--- src/rtl/dmwbc_pkg.sv ---
package dmwbc_pkg;

  localparam int NUM_SETS        = 64;
  localparam int WORDS_PER_BLOCK = 8;
  localparam int SET_BITS        = $clog2(NUM_SETS);
  localparam int WORD_BITS       = $clog2(WORDS_PER_BLOCK);
  localparam int OFF_BITS        = WORD_BITS + 2;
  localparam int LINE_WORDS      = NUM_SETS * WORDS_PER_BLOCK;
  localparam int IDX_BITS        = SET_BITS + WORD_BITS;

  localparam logic [1:0] CMD_LOAD  = 2'd0;
  localparam logic [1:0] CMD_STORE = 2'd1;
  localparam logic [1:0] CMD_FILL  = 2'd2;

  localparam logic [1:0] KIND_DONE = 2'd0;
  localparam logic [1:0] KIND_WB   = 2'd1;
  localparam logic [1:0] KIND_REQ  = 2'd2;

  typedef struct packed {
    logic       load_req;
    logic       rd_lookup;
    logic       rd_wb;
    logic       rd_fill;
    logic       hit_store;
    logic       miss;
    logic       fill_write;
    logic       fill_finish;
    logic       fill_store;
    logic       fill_load;
    logic       inc_rq;
    logic       inc_wq;
    logic       wb_adv;
    logic       emit;
    logic [1:0] emit_kind;
    logic       emit_hit;
    logic       emit_last;
    logic       emit_rdata;
  } dmwbc_ctl_t;

  typedef struct packed {
    logic [1:0] req_cmd;
    logic       pending;
    logic       hit;
    logic       victim_dirty;
    logic       fill_last;
    logic       wb_last;
    logic       pend_is_load;
    logic       out_free;
  } dmwbc_stat_t;

endpackage

--- src/rtl/dmwbc_ctrl.sv ---
module dmwbc_ctrl
  import dmwbc_pkg::*;
(
  input  logic        clk,
  input  logic        rst,
  input  logic        in_valid,
  output logic        in_ready,
  input  dmwbc_stat_t st,
  output dmwbc_ctl_t  ctl
);

  localparam logic [2:0] S_IDLE      = 3'd0;
  localparam logic [2:0] S_READ      = 3'd1;
  localparam logic [2:0] S_COMPARE   = 3'd2;
  localparam logic [2:0] S_WB_READ   = 3'd3;
  localparam logic [2:0] S_WB_EMIT   = 3'd4;
  localparam logic [2:0] S_REQ       = 3'd5;
  localparam logic [2:0] S_FILL_READ = 3'd6;
  localparam logic [2:0] S_FILL_EMIT = 3'd7;

  logic [2:0] state;
  logic [2:0] state_next;

  always_ff @(posedge clk) begin
    if (rst) begin
      state <= S_IDLE;
    end else begin
      state <= state_next;
    end
  end

  assign in_ready = (state == S_IDLE);

  always_comb begin
    ctl        = '0;
    state_next = state;
    case (state)
      S_IDLE: begin
        if (in_valid) begin
          ctl.load_req = 1'b1;
          state_next   = S_READ;
        end
      end
      S_READ: begin
        ctl.rd_lookup = 1'b1;
        state_next    = S_COMPARE;
      end
      S_COMPARE: begin
        case (st.req_cmd)
          CMD_LOAD, CMD_STORE: begin
            if (st.pending) begin
              state_next = S_IDLE;
            end else if (st.hit) begin
              if (st.out_free) begin
                ctl.emit       = 1'b1;
                ctl.emit_kind  = KIND_DONE;
                ctl.emit_hit   = 1'b1;
                ctl.emit_last  = 1'b1;
                ctl.emit_rdata = (st.req_cmd == CMD_LOAD);
                ctl.inc_rq     = (st.req_cmd == CMD_LOAD);
                ctl.inc_wq     = (st.req_cmd == CMD_STORE);
                ctl.hit_store  = (st.req_cmd == CMD_STORE);
                state_next     = S_IDLE;
              end
            end else begin
              ctl.miss   = 1'b1;
              state_next = st.victim_dirty ? S_WB_READ : S_REQ;
            end
          end
          CMD_FILL: begin
            if (!st.pending) begin
              state_next = S_IDLE;
            end else begin
              ctl.fill_write = 1'b1;
              if (st.fill_last) begin
                ctl.fill_finish = 1'b1;
                state_next      = S_FILL_READ;
              end else begin
                state_next = S_IDLE;
              end
            end
          end
          default: begin
            state_next = S_IDLE;
          end
        endcase
      end
      S_WB_READ: begin
        ctl.rd_wb  = 1'b1;
        state_next = S_WB_EMIT;
      end
      S_WB_EMIT: begin
        if (st.out_free) begin
          ctl.emit       = 1'b1;
          ctl.emit_kind  = KIND_WB;
          ctl.emit_rdata = 1'b1;
          ctl.wb_adv     = 1'b1;
          state_next     = st.wb_last ? S_REQ : S_WB_READ;
        end
      end
      S_REQ: begin
        if (st.out_free) begin
          ctl.emit      = 1'b1;
          ctl.emit_kind = KIND_REQ;
          ctl.emit_last = 1'b1;
          state_next    = S_IDLE;
        end
      end
      S_FILL_READ: begin
        ctl.rd_fill = 1'b1;
        state_next  = S_FILL_EMIT;
      end
      S_FILL_EMIT: begin
        if (st.out_free) begin
          ctl.emit       = 1'b1;
          ctl.emit_kind  = KIND_DONE;
          ctl.emit_last  = 1'b1;
          ctl.emit_rdata = st.pend_is_load;
          ctl.fill_load  = st.pend_is_load;
          ctl.inc_rq     = st.pend_is_load;
          ctl.fill_store = !st.pend_is_load;
          ctl.inc_wq     = !st.pend_is_load;
          state_next     = S_IDLE;
        end
      end
      default: begin
        state_next = S_IDLE;
      end
    endcase
  end

endmodule

--- config.mk ---
export PLATFORM = sky130hd
export DESIGN_NAME = dmwbc_ctrl
export DESIGN_NICKNAME = d
export VERILOG_FILES = /design/src/rtl/dmwbc_pkg.sv /design/src/rtl/dmwbc_ctrl.sv
export SDC_FILE = /design/constraint.sdc
export NUM_CORES = 1
export LEC_CHECK = 0
export BUFFER_PORTS_ARGS = -buffer_cell sky130_fd_sc_hd__buf_2
export CORE_AREA = 2 2 39 41
export DETAILED_ROUTE_END_ITERATION = 8
export DIE_AREA = 0 0 41 43
export PLACE_DENSITY = 0.73
export SLEW_MARGIN = 10
export SYNTH_ARGS = -nofsm -noshare
export SYNTH_HDL_FRONTEND = slang
export SYNTH_SLANG_ARGS = --single-unit
--- constraint.sdc ---
create_clock -name clk -period 1.77 [get_ports clk]
set_input_delay 0.0885 -clock clk [delete_from_list [all_inputs] [get_ports clk]]
set_output_delay 0.0885 -clock clk [all_outputs]
set_load 0.05 [all_outputs]
==> impl_metrics.prom, run 1 <==
# TYPE chip_impl_metric gauge
chip_impl_info{name="result_of_the_run",value="finished clean"} 1
chip_impl_metric{name="dieHeight",unit="um"} 43
chip_impl_metric{name="detail_route.wirelength",unit="um"} 1460
chip_impl_metric{name="slowest_delay",unit="ps"} 430
chip_impl_metric{name="synthDistinctLibCells",unit=""} 30
chip_impl_metric{name="gp_weighted_congestion",unit=""} 0.781
chip_impl_info{name="largest_register",value="state"} 1
chip_impl_metric{name="antenna_found_initial",unit=""} 0
chip_impl_metric{name="globalRouteOverflowTotal",unit=""} 0
chip_impl_metric{name="postRouteAntennaNets",unit=""} 0
chip_impl_metric{name="switching_share_of_power",unit="%"} 40.1
chip_impl_info{name="unrepaired_setup_endpoints_after_global_routing",value="true"} 1
chip_impl_metric{name="numCtsBuffers",unit=""} 3
chip_impl_metric{name="drive_above_1_share",unit="%"} 49.0
chip_impl_metric{name="drc",unit=""} 0
chip_impl_metric{name="cell_internal_pwr",unit="mW"} 0.197
chip_impl_metric{name="final_core_utilization",unit="%"} 51.4
chip_impl_metric{name="achievable-frequency",unit="MHz"} 570
chip_impl_info{name="crit_type",value="flop to primary output"} 1
chip_impl_metric{name="yosysWarnings",unit=""} 0
chip_impl_metric{name="wl_per_cell",unit="um"} 12.1
chip_impl_metric{name="first_pass_iters",unit=""} 4
chip_impl_metric{name="cp.depth",unit=""} 5
chip_impl_metric{name="worstPathRequired",unit="ps"} 1680
chip_impl_metric{name="pwr-share-seq",unit="%"} 22.2
chip_impl_metric{name="timing_max_transition_violations_final",unit=""} 0
chip_impl_metric{name="timing.reg2reg.setup_slack",unit="ps"} 260
chip_impl_metric{name="comb_power_share",unit="%"} 39.1
chip_impl_metric{name="core_area",unit="um^2"} 1380
chip_impl_metric{name="antenna-diode-count",unit=""} 0
chip_impl_metric{name="synth_nets",unit=""} 81
chip_impl_metric{name="maximum_number_of_pins_on_one_net_before_global_route_repair",unit=""} 14
chip_impl_metric{name="max-clock-path-buffers",unit=""} 2
chip_impl_info{name="cts_tree",value="done"} 1
chip_impl_info{name="mostFrequentLayoutCell",value="sky130_fd_sc_hd__buf_2"} 1
chip_impl_metric{name="p_leak",unit="nW"} 0.347
chip_impl_metric{name="boundaryPins",unit=""} 32
chip_impl_info{name="timing.critical_path.from",value="state[2]$_SDFFE_PP0P_"} 1
chip_impl_metric{name="vias",unit=""} 645
chip_impl_metric{name="arrival",unit="ps"} 1670
chip_impl_info{name="end_kind",value="primary output"} 1
chip_impl_metric{name="netlist_area",unit="um^2"} 444
chip_impl_metric{name="max_slew_margin",unit="%"} 79.8
chip_impl_info{name="critical_path.top_delay_family",value="simple AND/OR/NAND/NOR gates"} 1
chip_impl_metric{name="setup_viol_count_final",unit=""} 0
chip_impl_metric{name="detailed_place.area",unit="um^2"} 649
chip_impl_info{name="layout_top_registers",value="state x3"} 1
chip_impl_metric{name="hold_slack",unit="ps"} 70.2
chip_impl_metric{name="grt_pass1_vias",unit=""} 572
chip_impl_metric{name="postSynthRegisterBits",unit=""} 3
chip_impl_metric{name="timing.final.hold_violations",unit=""} 0
chip_impl_info{name="layout.cells.most_common_list",value="sky130_fd_sc_hd__buf_2, sky130_fd_sc_hd__buf_4, sky130_fd_sc_hd__nor2_1, sky130_fd_sc_hd__inv_1, sky130_fd_sc_hd__nand2_1"} 1
chip_impl_metric{name="final_cell_count_no_fill",unit=""} 120
chip_impl_metric{name="fin_tns_setup",unit="ps"} 0
chip_impl_metric{name="post_cts_hold_buffer_count",unit=""} 0
chip_impl_metric{name="std_cell_rows",unit=""} 14
chip_impl_metric{name="synth.yosys.seq_area_share",unit="%"} 13.5
chip_impl_metric{name="syn-instance-count",unit=""} 69
chip_impl_metric{name="first_iter_violations",unit=""} 9
chip_impl_metric{name="crit_fanout",unit=""} 4
chip_impl_metric{name="insertion_delay",unit="ps"} 240
chip_impl_metric{name="total_buffers_and_inverters_traversed_by_the_critical_path",unit=""} 1
chip_impl_metric{name="dp_hpwl",unit="um"} 1100
chip_impl_metric{name="syn_avg_cell_area",unit="um^2"} 6.44
chip_impl_metric{name="initial_core_util",unit="%"} 32.1
chip_impl_info{name="critical_path.reg2reg.startpoint",value="state[2]$_SDFFE_PP0P_"} 1
chip_impl_metric{name="fin_worst_skew",unit="ps"} 2.37
chip_impl_info{name="crit_path_top_delay_cell",value="sky130_fd_sc_hd__or3b_4"} 1
chip_impl_metric{name="layout.nets",unit=""} 117
chip_impl_metric{name="worstRegToRegCells",unit=""} 5
chip_impl_metric{name="track_usage",unit="%"} 18.6
chip_impl_metric{name="share_clk_of_total_power",unit="%"} 38.7
chip_impl_metric{name="power.ir.vdd_worst",unit="mV"} 0.184
chip_impl_metric{name="period_needed",unit="ps"} 1750
chip_impl_info{name="setup.worst_path.start_class",value="flop"} 1
chip_impl_metric{name="port_buffers",unit=""} 31
chip_impl_metric{name="first_pass_grt_wire_length",unit="um"} 2210
chip_impl_metric{name="avgViaCountPerCell",unit=""} 5.38
chip_impl_metric{name="timing_worst_slew_pin_value",unit="ps"} 301
chip_impl_info{name="series_of_cell_instances_along_the_critical_path",value="or3b_4 -> nor3_4 -> nand2_1 -> a21boi_1 -> buf_4"} 1
chip_impl_metric{name="area_growth_syn_to_layout",unit="%"} 60.0
chip_impl_metric{name="dp.cells",unit=""} 115
chip_impl_info{name="crit-reg2reg-capture",value="state[1]$_SDFFE_PP0P_"} 1
chip_impl_metric{name="width_of_the_die",unit="um"} 41
chip_impl_info{name="cts_root_buf",value="sky130_fd_sc_hd__clkbuf_4"} 1
chip_impl_metric{name="power.density",unit="nW/um^2"} 463
chip_impl_metric{name="cts-htree-levels",unit=""} 1
chip_impl_metric{name="clkSinkCount",unit=""} 3
chip_impl_metric{name="switching_power",unit="mW"} 0.132
chip_impl_metric{name="max_cap_viol_count",unit=""} 0
chip_impl_metric{name="post-route-cell-area",unit="um^2"} 711
chip_impl_metric{name="final.period_utilization",unit="%"} 99.1
chip_impl_metric{name="clk_transition_reported_paths",unit="ps"} 40
chip_impl_info{name="critical_path_capture_point",value="ctl[5]"} 1
chip_impl_metric{name="die_area",unit="um^2"} 1760
chip_impl_info{name="min-delay-path-class",value="input port to flop"} 1
chip_impl_metric{name="largest_reg_flops",unit=""} 3
[power by group through the flow]
stage | sequential, mW | clock [mW] | combinational (mW)
after detailed placement | 0.0740 | 0 | 0.125
after global routing | 0.0737 | 0.133 | 0.139
final | 0.0731 | 0.127 | 0.129
after floorplan | 0.0749 | 0 | 0.0803
after global placement | 0.0737 | 0 | 0.121
after CTS | 0.0730 | 0.128 | 0.125
[layout make-up]
type / count / area (um^2)
well taps: 16 / 20.0
inverters: 8 / 30.0
fillers: 151 / 673
flip-flops and latches: 3 / 61.3
repair buffers: 35 / 200
multi-input cells: 54 / 373
clock buffers: 4 / 26.3
[worst register-to-register path: stages, from the launching register on]
cell	delay [ps]
sky130_fd_sc_hd__dfxtp_1	300
sky130_fd_sc_hd__or3b_4	430
sky130_fd_sc_hd__buf_4	170
sky130_fd_sc_hd__a21oi_2	130
sky130_fd_sc_hd__o21ai_1	100
sky130_fd_sc_hd__a221oi_1	280
[worst min-delay path by stage]
stage	startpoint	endpoint	slack, ps	cells after the start
final	rst	state[1]$_SDFFE_PP0P_	70	2
after global routing	rst	state[0]$_SDFFE_PP0P_	80	2
after CTS	rst	state[0]$_SDFFE_PP0P_	70	2
after detailed placement	rst	state[0]$_SDFFE_PP0P_	320	2
after global placement	rst	state[0]$_SDFFE_PP0P_	320	2
after floorplan	rst	state[0]$_SDFFE_PP0P_	160	1
[kinds of logic after synthesis]
kind of cell    synth area share (%)
simple gates                    46.8
compound gates                  29.0
buf+inv                         10.7
flops                           13.5
[metal layers]
layer	up-vias	part of all wire, %	GRT usage, %	wire [um]
met1	297	38	16.3	551
met2	27	53	33.1	765
met4	0	3.6	12.7	53
met3	7	5.9	4.71	86
li1	314	-	-	-
met5	-	0	0	0
[through the flow]
stage	worst slack, ps	total power, mW
2_1_floorplan	-143	0.155
3_3_place_gp	240	0.195
3_5_place_dp	177	0.199
4_1_cts	-26.8	0.326
5_1_grt	-59.3	0.346
6_report	16.0	0.329
[synthesized netlist by cell type (all sizes together)]
| cell | n | area share, % |
|---|---|---|
| a21oi | 4 | 5.4 |
| and2 | 1 | 1.4 |
| a221oi | 1 | 2.0 |
| nor4 | 3 | 7.6 |
| clkbuf | 2 | 1.7 |
| inv | 8 | 6.8 |
| o211ai | 1 | 1.7 |
| or2 | 1 | 1.4 |
| nor2 | 8 | 6.8 |
| or3b | 1 | 2.5 |
| buf | 2 | 2.3 |
| o2bb2ai | 1 | 2.0 |
| a211oi | 2 | 3.4 |
| dfxtp | 3 | 14 |
| nand4 | 1 | 1.4 |
| o32ai | 1 | 2.0 |
| nand3 | 3 | 3.4 |
| nand3b | 2 | 3.4 |
| a21boi | 2 | 3.4 |
| o22ai | 1 | 1.4 |
| nand2b | 4 | 5.6 |
| nand2 | 6 | 5.1 |
| o21ai | 4 | 4.5 |
| a311oi | 1 | 3.4 |
| nor3 | 5 | 6.8 |
| and3 | 1 | 1.4 |
[timing repair]
action                     in CTS  in global routing
pin swaps                       0                  2
resized for setup               6                  3
buffers inserted                0                  1
setup endpoints to repair       6                  7
No activity file was read; power rests on OpenSTA's default activity.
==> run 2, diff against run 1 <==
--- a/config.mk
+++ b/config.mk
@@ -7,6 +7,7 @@
 export LEC_CHECK = 0
 export BUFFER_PORTS_ARGS = -buffer_cell sky130_fd_sc_hd__buf_2
 export CORE_AREA = 2 2 39 41
+export CTS_BUF_LIST = sky130_fd_sc_hd__clkbuf_4 sky130_fd_sc_hd__clkbuf_8
 export DETAILED_ROUTE_END_ITERATION = 8
 export DIE_AREA = 0 0 41 43
 export PLACE_DENSITY = 0.73
==> run 2 against run 1 <==
  * Via count down 1.1%
  * Cell count unchanged
  * Worst hold slack better by 4.0 ps
  * Clock skew about the same
  * Largest cell class unchanged
  * Fmax up 0.15%
  * Highest routed layer unchanged
==> impl_metrics.prom, run 2 (same netlist as run 1, synthesis figures left out) <==
# TYPE chip_impl_metric gauge
chip_impl_metric{name="avgViaCountPerCell",unit=""} 5.32
chip_impl_metric{name="cell_internal_pwr",unit="mW"} 0.212
chip_impl_metric{name="clkSinkCount",unit=""} 3
chip_impl_metric{name="grt_pass1_vias",unit=""} 567
chip_impl_metric{name="final_cell_count_no_fill",unit=""} 120
chip_impl_info{name="mostFrequentLayoutCell",value="sky130_fd_sc_hd__buf_2"} 1
chip_impl_metric{name="p_leak",unit="nW"} 0.351
chip_impl_metric{name="globalRouteOverflowTotal",unit=""} 0
chip_impl_metric{name="track_usage",unit="%"} 18.6
chip_impl_metric{name="share_clk_of_total_power",unit="%"} 41.3
chip_impl_metric{name="arrival",unit="ps"} 1660
chip_impl_metric{name="antenna_found_initial",unit=""} 0
chip_impl_metric{name="pwr-share-seq",unit="%"} 21.2
chip_impl_metric{name="p_total",unit="mW"} 0.344
chip_impl_metric{name="antenna-diode-count",unit=""} 0
chip_impl_metric{name="final_core_utilization",unit="%"} 51.6
chip_impl_metric{name="first_iter_violations",unit=""} 11
chip_impl_info{name="cts_tree",value="done"} 1
chip_impl_metric{name="timing.final.hold_violations",unit=""} 0
chip_impl_metric{name="drive_above_1_share",unit="%"} 50.0
chip_impl_metric{name="cts-htree-levels",unit=""} 1
chip_impl_metric{name="width_of_the_die",unit="um"} 41
chip_impl_metric{name="timing_worst_slew_pin_value",unit="ps"} 298
chip_impl_metric{name="hold_slack",unit="ps"} 74.1
chip_impl_info{name="unrepaired_setup_endpoints_after_global_routing",value="true"} 1
chip_impl_metric{name="die_area",unit="um^2"} 1760
chip_impl_metric{name="drc",unit=""} 0
chip_impl_metric{name="insertion_delay",unit="ps"} 240
chip_impl_metric{name="worstPathRequired",unit="ps"} 1680
chip_impl_info{name="setup.worst_path.start_class",value="flop"} 1
chip_impl_metric{name="largest_reg_flops",unit=""} 3
chip_impl_metric{name="detail_route.wirelength",unit="um"} 1460
chip_impl_metric{name="vias",unit=""} 638
chip_impl_metric{name="clk_transition_reported_paths",unit="ps"} 40
chip_impl_metric{name="achievable-frequency",unit="MHz"} 571
chip_impl_metric{name="max_cap_viol_count",unit=""} 0
chip_impl_info{name="layout_top_registers",value="state x3"} 1
chip_impl_metric{name="post_cts_hold_buffer_count",unit=""} 0
chip_impl_metric{name="fin_tns_setup",unit="ps"} 0
chip_impl_metric{name="detailed_place.area",unit="um^2"} 649
chip_impl_metric{name="numCtsBuffers",unit=""} 3
chip_impl_metric{name="port_buffers",unit=""} 31
chip_impl_metric{name="dp.cells",unit=""} 115
chip_impl_metric{name="dieHeight",unit="um"} 43
chip_impl_metric{name="power.ir.vdd_worst",unit="mV"} 0.235
chip_impl_metric{name="final.period_utilization",unit="%"} 98.9
chip_impl_metric{name="initial_core_util",unit="%"} 32.1
chip_impl_metric{name="boundaryPins",unit=""} 32
chip_impl_info{name="largest_register",value="state"} 1
chip_impl_metric{name="post-route-cell-area",unit="um^2"} 714
chip_impl_metric{name="wl_per_cell",unit="um"} 12.2
chip_impl_metric{name="core_area",unit="um^2"} 1380
chip_impl_metric{name="first_pass_iters",unit=""} 4
chip_impl_metric{name="timing.reg2reg.setup_slack",unit="ps"} 260
chip_impl_metric{name="crit_fanout",unit=""} 4
chip_impl_metric{name="dp_hpwl",unit="um"} 1100
chip_impl_metric{name="switching_share_of_power",unit="%"} 38.3
chip_impl_metric{name="fin_worst_skew",unit="ps"} 2.43
chip_impl_metric{name="postRouteAntennaNets",unit=""} 0
chip_impl_metric{name="layout.nets",unit=""} 117
chip_impl_metric{name="max-clock-path-buffers",unit=""} 2
chip_impl_info{name="min-delay-path-class",value="input port to flop"} 1
chip_impl_metric{name="gp_weighted_congestion",unit=""} 0.781
chip_impl_metric{name="area_growth_syn_to_layout",unit="%"} 60.8
chip_impl_metric{name="period_needed",unit="ps"} 1750
chip_impl_metric{name="place_worst_setup_slack",unit="ps"} 177
chip_impl_metric{name="setup_viol_count_final",unit=""} 0
chip_impl_metric{name="setup_slack",unit="ps"} 18.6
chip_impl_metric{name="timing_max_transition_violations_final",unit=""} 0
chip_impl_info{name="layout.cells.most_common_list",value="sky130_fd_sc_hd__buf_2, sky130_fd_sc_hd__buf_4, sky130_fd_sc_hd__nor2_1, sky130_fd_sc_hd__inv_1, sky130_fd_sc_hd__nand2_1"} 1
chip_impl_metric{name="std_cell_rows",unit=""} 14
chip_impl_info{name="crit_type",value="flop to primary output"} 1
chip_impl_metric{name="maximum_number_of_pins_on_one_net_before_global_route_repair",unit=""} 14
chip_impl_info{name="end_kind",value="primary output"} 1
chip_impl_info{name="result_of_the_run",value="finished clean"} 1
chip_impl_metric{name="first_pass_grt_wire_length",unit="um"} 2210
chip_impl_metric{name="switching_power",unit="mW"} 0.132
chip_impl_metric{name="max_slew_margin",unit="%"} 80.0
chip_impl_metric{name="comb_power_share",unit="%"} 37.5
chip_impl_info{name="cts_root_buf",value="sky130_fd_sc_hd__clkbuf_4"} 1
chip_impl_metric{name="power.density",unit="nW/um^2"} 482
run 2: changes by cell type in the layout (fill, tap and decap cells not counted):
cell                       change
sky130_fd_sc_hd__clkbuf_4      +1
sky130_fd_sc_hd__clkbuf_1      -1
run 2: final cells by class:
| cell class | instances | area (um^2) |
|---|---|---|
| clock buffers | 4 | 30.0 |
| fillers | 149 | 669 |
| repair buffers | 35 | 200 |
| inverters | 8 | 30.0 |
| well taps | 16 | 20.0 |
| flip-flops and latches | 3 | 61.3 |
| multi-input cells | 54 | 373 |
run 2: per-layer routing:
metal / vias up / track usage (%) / wire (um)
li1: 315 / - / -
met1: 290 / 16.3 / 546
met2: 28 / 34.1 / 785
met3: 5 / 4.71 / 90
met4: 0 / 10.7 / 38
met5: - / 0 / 0
run 2: final timing paths:
kind,from,end,depth (start not counted)
setup / recovery,state[2]$_SDFFE_PP0P_,ctl[5],5
hold / removal,rst,state[0]$_SDFFE_PP0P_,2
setup reg to reg,state[2]$_SDFFE_PP0P_,state[1]$_SDFFE_PP0P_,5
hold reg to reg,state[2]$_SDFFE_PP0P_,state[1]$_SDFFE_PP0P_,3
run 2: power groups by stage:
| stage | Sequential (mW) | Combinational [mW] | Clock (mW) |
|---|---|---|---|
| 2_1_floorplan | 0.0749 | 0.0803 | 0 |
| 3_3_place_gp | 0.0737 | 0.121 | 0 |
| 3_5_place_dp | 0.0740 | 0.125 | 0 |
| 4_1_cts | 0.0730 | 0.125 | 0.143 |
| 5_1_grt | 0.0737 | 0.139 | 0.148 |
| 6_report | 0.0731 | 0.129 | 0.142 |
run 2: critical path, cell delays in order (launching register included):
cell,delay (ps)
sky130_fd_sc_hd__dfxtp_1,300
sky130_fd_sc_hd__or3b_4,430
sky130_fd_sc_hd__nor3_4,160
sky130_fd_sc_hd__nand2_1,150
sky130_fd_sc_hd__a21boi_1,160
sky130_fd_sc_hd__buf_4,210
run 2: what timing repair did:
| item | CTS | global route |
|---|---|---|
| setup endpoints to repair | 6 | 7 |
| pin swaps | 0 | 2 |
| resized for setup | 6 | 3 |
| buffers inserted | 0 | 1 |
==> run 3, diff against run 2 <==
==> constraint.sdc (replaced) <==
create_clock -name clk -period 2 [get_ports clk]
set_input_delay 0.1 -clock clk [delete_from_list [all_inputs] [get_ports clk]]
set_output_delay 0.1 -clock clk [all_outputs]
set_load 0.05 [all_outputs]
==> run 3 against run 2 <==
  * Non-clock buffer count shrank 1
  * Sequential share of layout area grew 0.53 points
  * Critical path depth is the same
  * Design area shrank 7.7%
  * Clock-buffer cell count is the same
  * Wire length shrank 12%
  * Worst hold slack is essentially flat
  * Worst setup slack gained 160 ps
  * Sequential power shrank 12%
  * Die area is the same
  * Clock skew grew 3.6 ps
  * Cell count shrank 0.83%
  * Largest power group unchanged
  * Highest routed layer unchanged
==> impl_metrics.prom, run 3 (same netlist as run 1, synthesis figures left out) <==
# TYPE chip_impl_metric gauge
chip_impl_metric{name="layout.nets",unit=""} 116
chip_impl_metric{name="gp_weighted_congestion",unit=""} 0.859
chip_impl_info{name="end_kind",value="primary output"} 1
chip_impl_metric{name="clkSinkCount",unit=""} 3
chip_impl_metric{name="arrival",unit="ps"} 1720
chip_impl_metric{name="detailed_place.area",unit="um^2"} 629
chip_impl_metric{name="antenna_found_initial",unit=""} 0
chip_impl_metric{name="hold_path_depth",unit=""} 2
chip_impl_metric{name="first_iter_violations",unit=""} 18
chip_impl_metric{name="place_worst_setup_slack",unit="ps"} 428
chip_impl_info{name="layout.cells.most_common_list",value="sky130_fd_sc_hd__buf_2, sky130_fd_sc_hd__nor2_1, sky130_fd_sc_hd__inv_1, sky130_fd_sc_hd__nand2_1"} 1
chip_impl_info{name="crit_type",value="flop to primary output"} 1
chip_impl_metric{name="setup_viol_count_final",unit=""} 0
chip_impl_metric{name="post_cts_hold_buffer_count",unit=""} 0
chip_impl_metric{name="wl_per_cell",unit="um"} 10.8
chip_impl_metric{name="p_total",unit="mW"} 0.297
chip_impl_metric{name="worstRegToRegCells",unit=""} 4
chip_impl_metric{name="final.period_utilization",unit="%"} 90.9
chip_impl_metric{name="first_pass_grt_wire_length",unit="um"} 1860
chip_impl_metric{name="width_of_the_die",unit="um"} 41
chip_impl_metric{name="detail_route.wirelength",unit="um"} 1290
chip_impl_info{name="setup.worst_path.start_class",value="flop"} 1
chip_impl_metric{name="timing_worst_slew_pin_value",unit="ps"} 271
chip_impl_info{name="min-delay-path-class",value="input port to flop"} 1
chip_impl_metric{name="drc",unit=""} 0
chip_impl_metric{name="setup_slack",unit="ps"} 181
chip_impl_metric{name="layout.area.seq",unit="um^2"} 60.1
chip_impl_info{name="holdPathEnd",value="state[0]$_SDFFE_PP0P_"} 1
chip_impl_metric{name="port_buffers",unit=""} 31
chip_impl_metric{name="first_pass_iters",unit=""} 4
chip_impl_metric{name="insertion_delay",unit="ps"} 240
chip_impl_metric{name="timing_max_transition_violations_final",unit=""} 0
chip_impl_info{name="cts_root_buf",value="sky130_fd_sc_hd__clkbuf_4"} 1
chip_impl_metric{name="p_leak",unit="nW"} 0.342
chip_impl_metric{name="initial_core_util",unit="%"} 32.1
chip_impl_metric{name="maximum_number_of_pins_on_one_net_before_global_route_repair",unit=""} 14
chip_impl_metric{name="fin_worst_skew",unit="ps"} 6.08
chip_impl_metric{name="period_needed",unit="ps"} 1820
chip_impl_metric{name="multi_input_comb_area",unit="um^2"} 342
chip_impl_metric{name="grt_pass1_vias",unit=""} 454
chip_impl_metric{name="clk_transition_reported_paths",unit="ps"} 40
chip_impl_metric{name="std_cell_rows",unit=""} 14
chip_impl_metric{name="globalRouteOverflowTotal",unit=""} 0
chip_impl_metric{name="dieHeight",unit="um"} 43
chip_impl_metric{name="numCtsBuffers",unit=""} 3
chip_impl_metric{name="postRouteAntennaNets",unit=""} 0
chip_impl_metric{name="timing.reg2reg.setup_slack",unit="ps"} 620
chip_impl_info{name="unrepaired_setup_endpoints_after_global_routing",value="false"} 1
chip_impl_info{name="mostFrequentLayoutCell",value="sky130_fd_sc_hd__buf_2"} 1
chip_impl_info{name="result_of_the_run",value="finished clean"} 1
chip_impl_metric{name="nFillCells",unit=""} 148
chip_impl_metric{name="post-route-cell-area",unit="um^2"} 659
chip_impl_metric{name="dp_hpwl",unit="um"} 1040
chip_impl_metric{name="antenna-diode-count",unit=""} 0
chip_impl_info{name="timing.hold.worst.start",value="rst"} 1
chip_impl_metric{name="dp.cells",unit=""} 115
chip_impl_metric{name="boundaryPins",unit=""} 32
chip_impl_metric{name="final_cell_count_no_fill",unit=""} 119
chip_impl_info{name="critical_path.reg2reg.startpoint",value="state[2]$_SDFFE_PP0P_"} 1
chip_impl_metric{name="crit_fanout",unit=""} 5
chip_impl_metric{name="track_usage",unit="%"} 14.8
chip_impl_metric{name="area_growth_syn_to_layout",unit="%"} 48.5
chip_impl_metric{name="max-clock-path-buffers",unit=""} 2
chip_impl_metric{name="cts-htree-levels",unit=""} 1
chip_impl_metric{name="power.density",unit="nW/um^2"} 451
chip_impl_metric{name="worstPathRequired",unit="ps"} 1900
chip_impl_metric{name="achievable-frequency",unit="MHz"} 550
chip_impl_metric{name="core_area",unit="um^2"} 1380
chip_impl_metric{name="max_slew_margin",unit="%"} 81.9
chip_impl_metric{name="post_cts_buffers",unit=""} 0
chip_impl_metric{name="postCtsResizedCells",unit=""} 0
chip_impl_metric{name="drive_above_1_share",unit="%"} 43.7
chip_impl_metric{name="max_cap_viol_count",unit=""} 0
chip_impl_metric{name="timing.final.hold_violations",unit=""} 0
chip_impl_metric{name="die_area",unit="um^2"} 1760
chip_impl_metric{name="vias",unit=""} 601
chip_impl_metric{name="avgViaCountPerCell",unit=""} 5.05
chip_impl_info{name="cts_tree",value="done"} 1
chip_impl_metric{name="power.ir.vdd_worst",unit="mV"} 0.315
chip_impl_info{name="largest_register",value="state"} 1
chip_impl_info{name="crit-reg2reg-capture",value="state[1]$_SDFFE_PP0P_"} 1
chip_impl_metric{name="largest_reg_flops",unit=""} 3
chip_impl_info{name="layout_top_registers",value="state x3"} 1
-- run 3: power by group --
part           leakage, nW  switching, mW  total [mW]  internal, mW
clock               0.0184         0.0378       0.126        0.0887
sequential          0.0245        0.00132      0.0645        0.0631
combinational        0.299         0.0728       0.106        0.0334
total                0.342          0.112       0.297         0.185
-- run 3: per-stage QoR --
stage / TNS [ps] / hold slack (ps) / util [%]
final: 0 / 74.0 / 47.6
after detailed placement: 0 / 318 / 45.5
after floorplan: -460 / 168 / -
after global routing: 0 / 90.0 / 47.6
after global placement: 0 / 319 / 45.5
after CTS: 0 / 72.3 / 47.6
-- run 3: metal layers --
metal	vias to the layer above	global-route usage [%]	wire, um
met5	-	0	0
met2	24	23.8	636
met4	0	6.00	14
met3	2	0	81
li1	315	-	-
met1	260	20.1	552
-- run 3: critical path, stage by stage, from the launching register on --
cell	delay, ps
sky130_fd_sc_hd__dfxtp_1	310
sky130_fd_sc_hd__or3b_4	420
sky130_fd_sc_hd__nor3_2	150
sky130_fd_sc_hd__nand3_1	140
sky130_fd_sc_hd__o211ai_1	170
sky130_fd_sc_hd__buf_2	280
-- run 3: worst max path at each step --
stage,from,end,slack (ps),cells past startpoint
2_1_floorplan,state[0]$_SDFFE_PP0P_,ctl[1],-230,4
3_3_place_gp,state[0]$_SDFFE_PP0P_,ctl[0],460,5
3_5_place_dp,state[0]$_SDFFE_PP0P_,ctl[0],430,5
4_1_cts,state[2]$_SDFFE_PP0P_,ctl[0],170,5
5_1_grt,state[1]$_SDFFE_PP0P_,ctl[0],20,5
6_report,state[2]$_SDFFE_PP0P_,ctl[0],180,5
-- run 3: final cells by class --
class,instances,share of cell area [%]
repair buffers,34,26.9
multi-input cells,54,51.8
inverters,8,4.55
flip-flops and latches,3,9.11
clock buffers,4,4.55
well taps,16,3.04
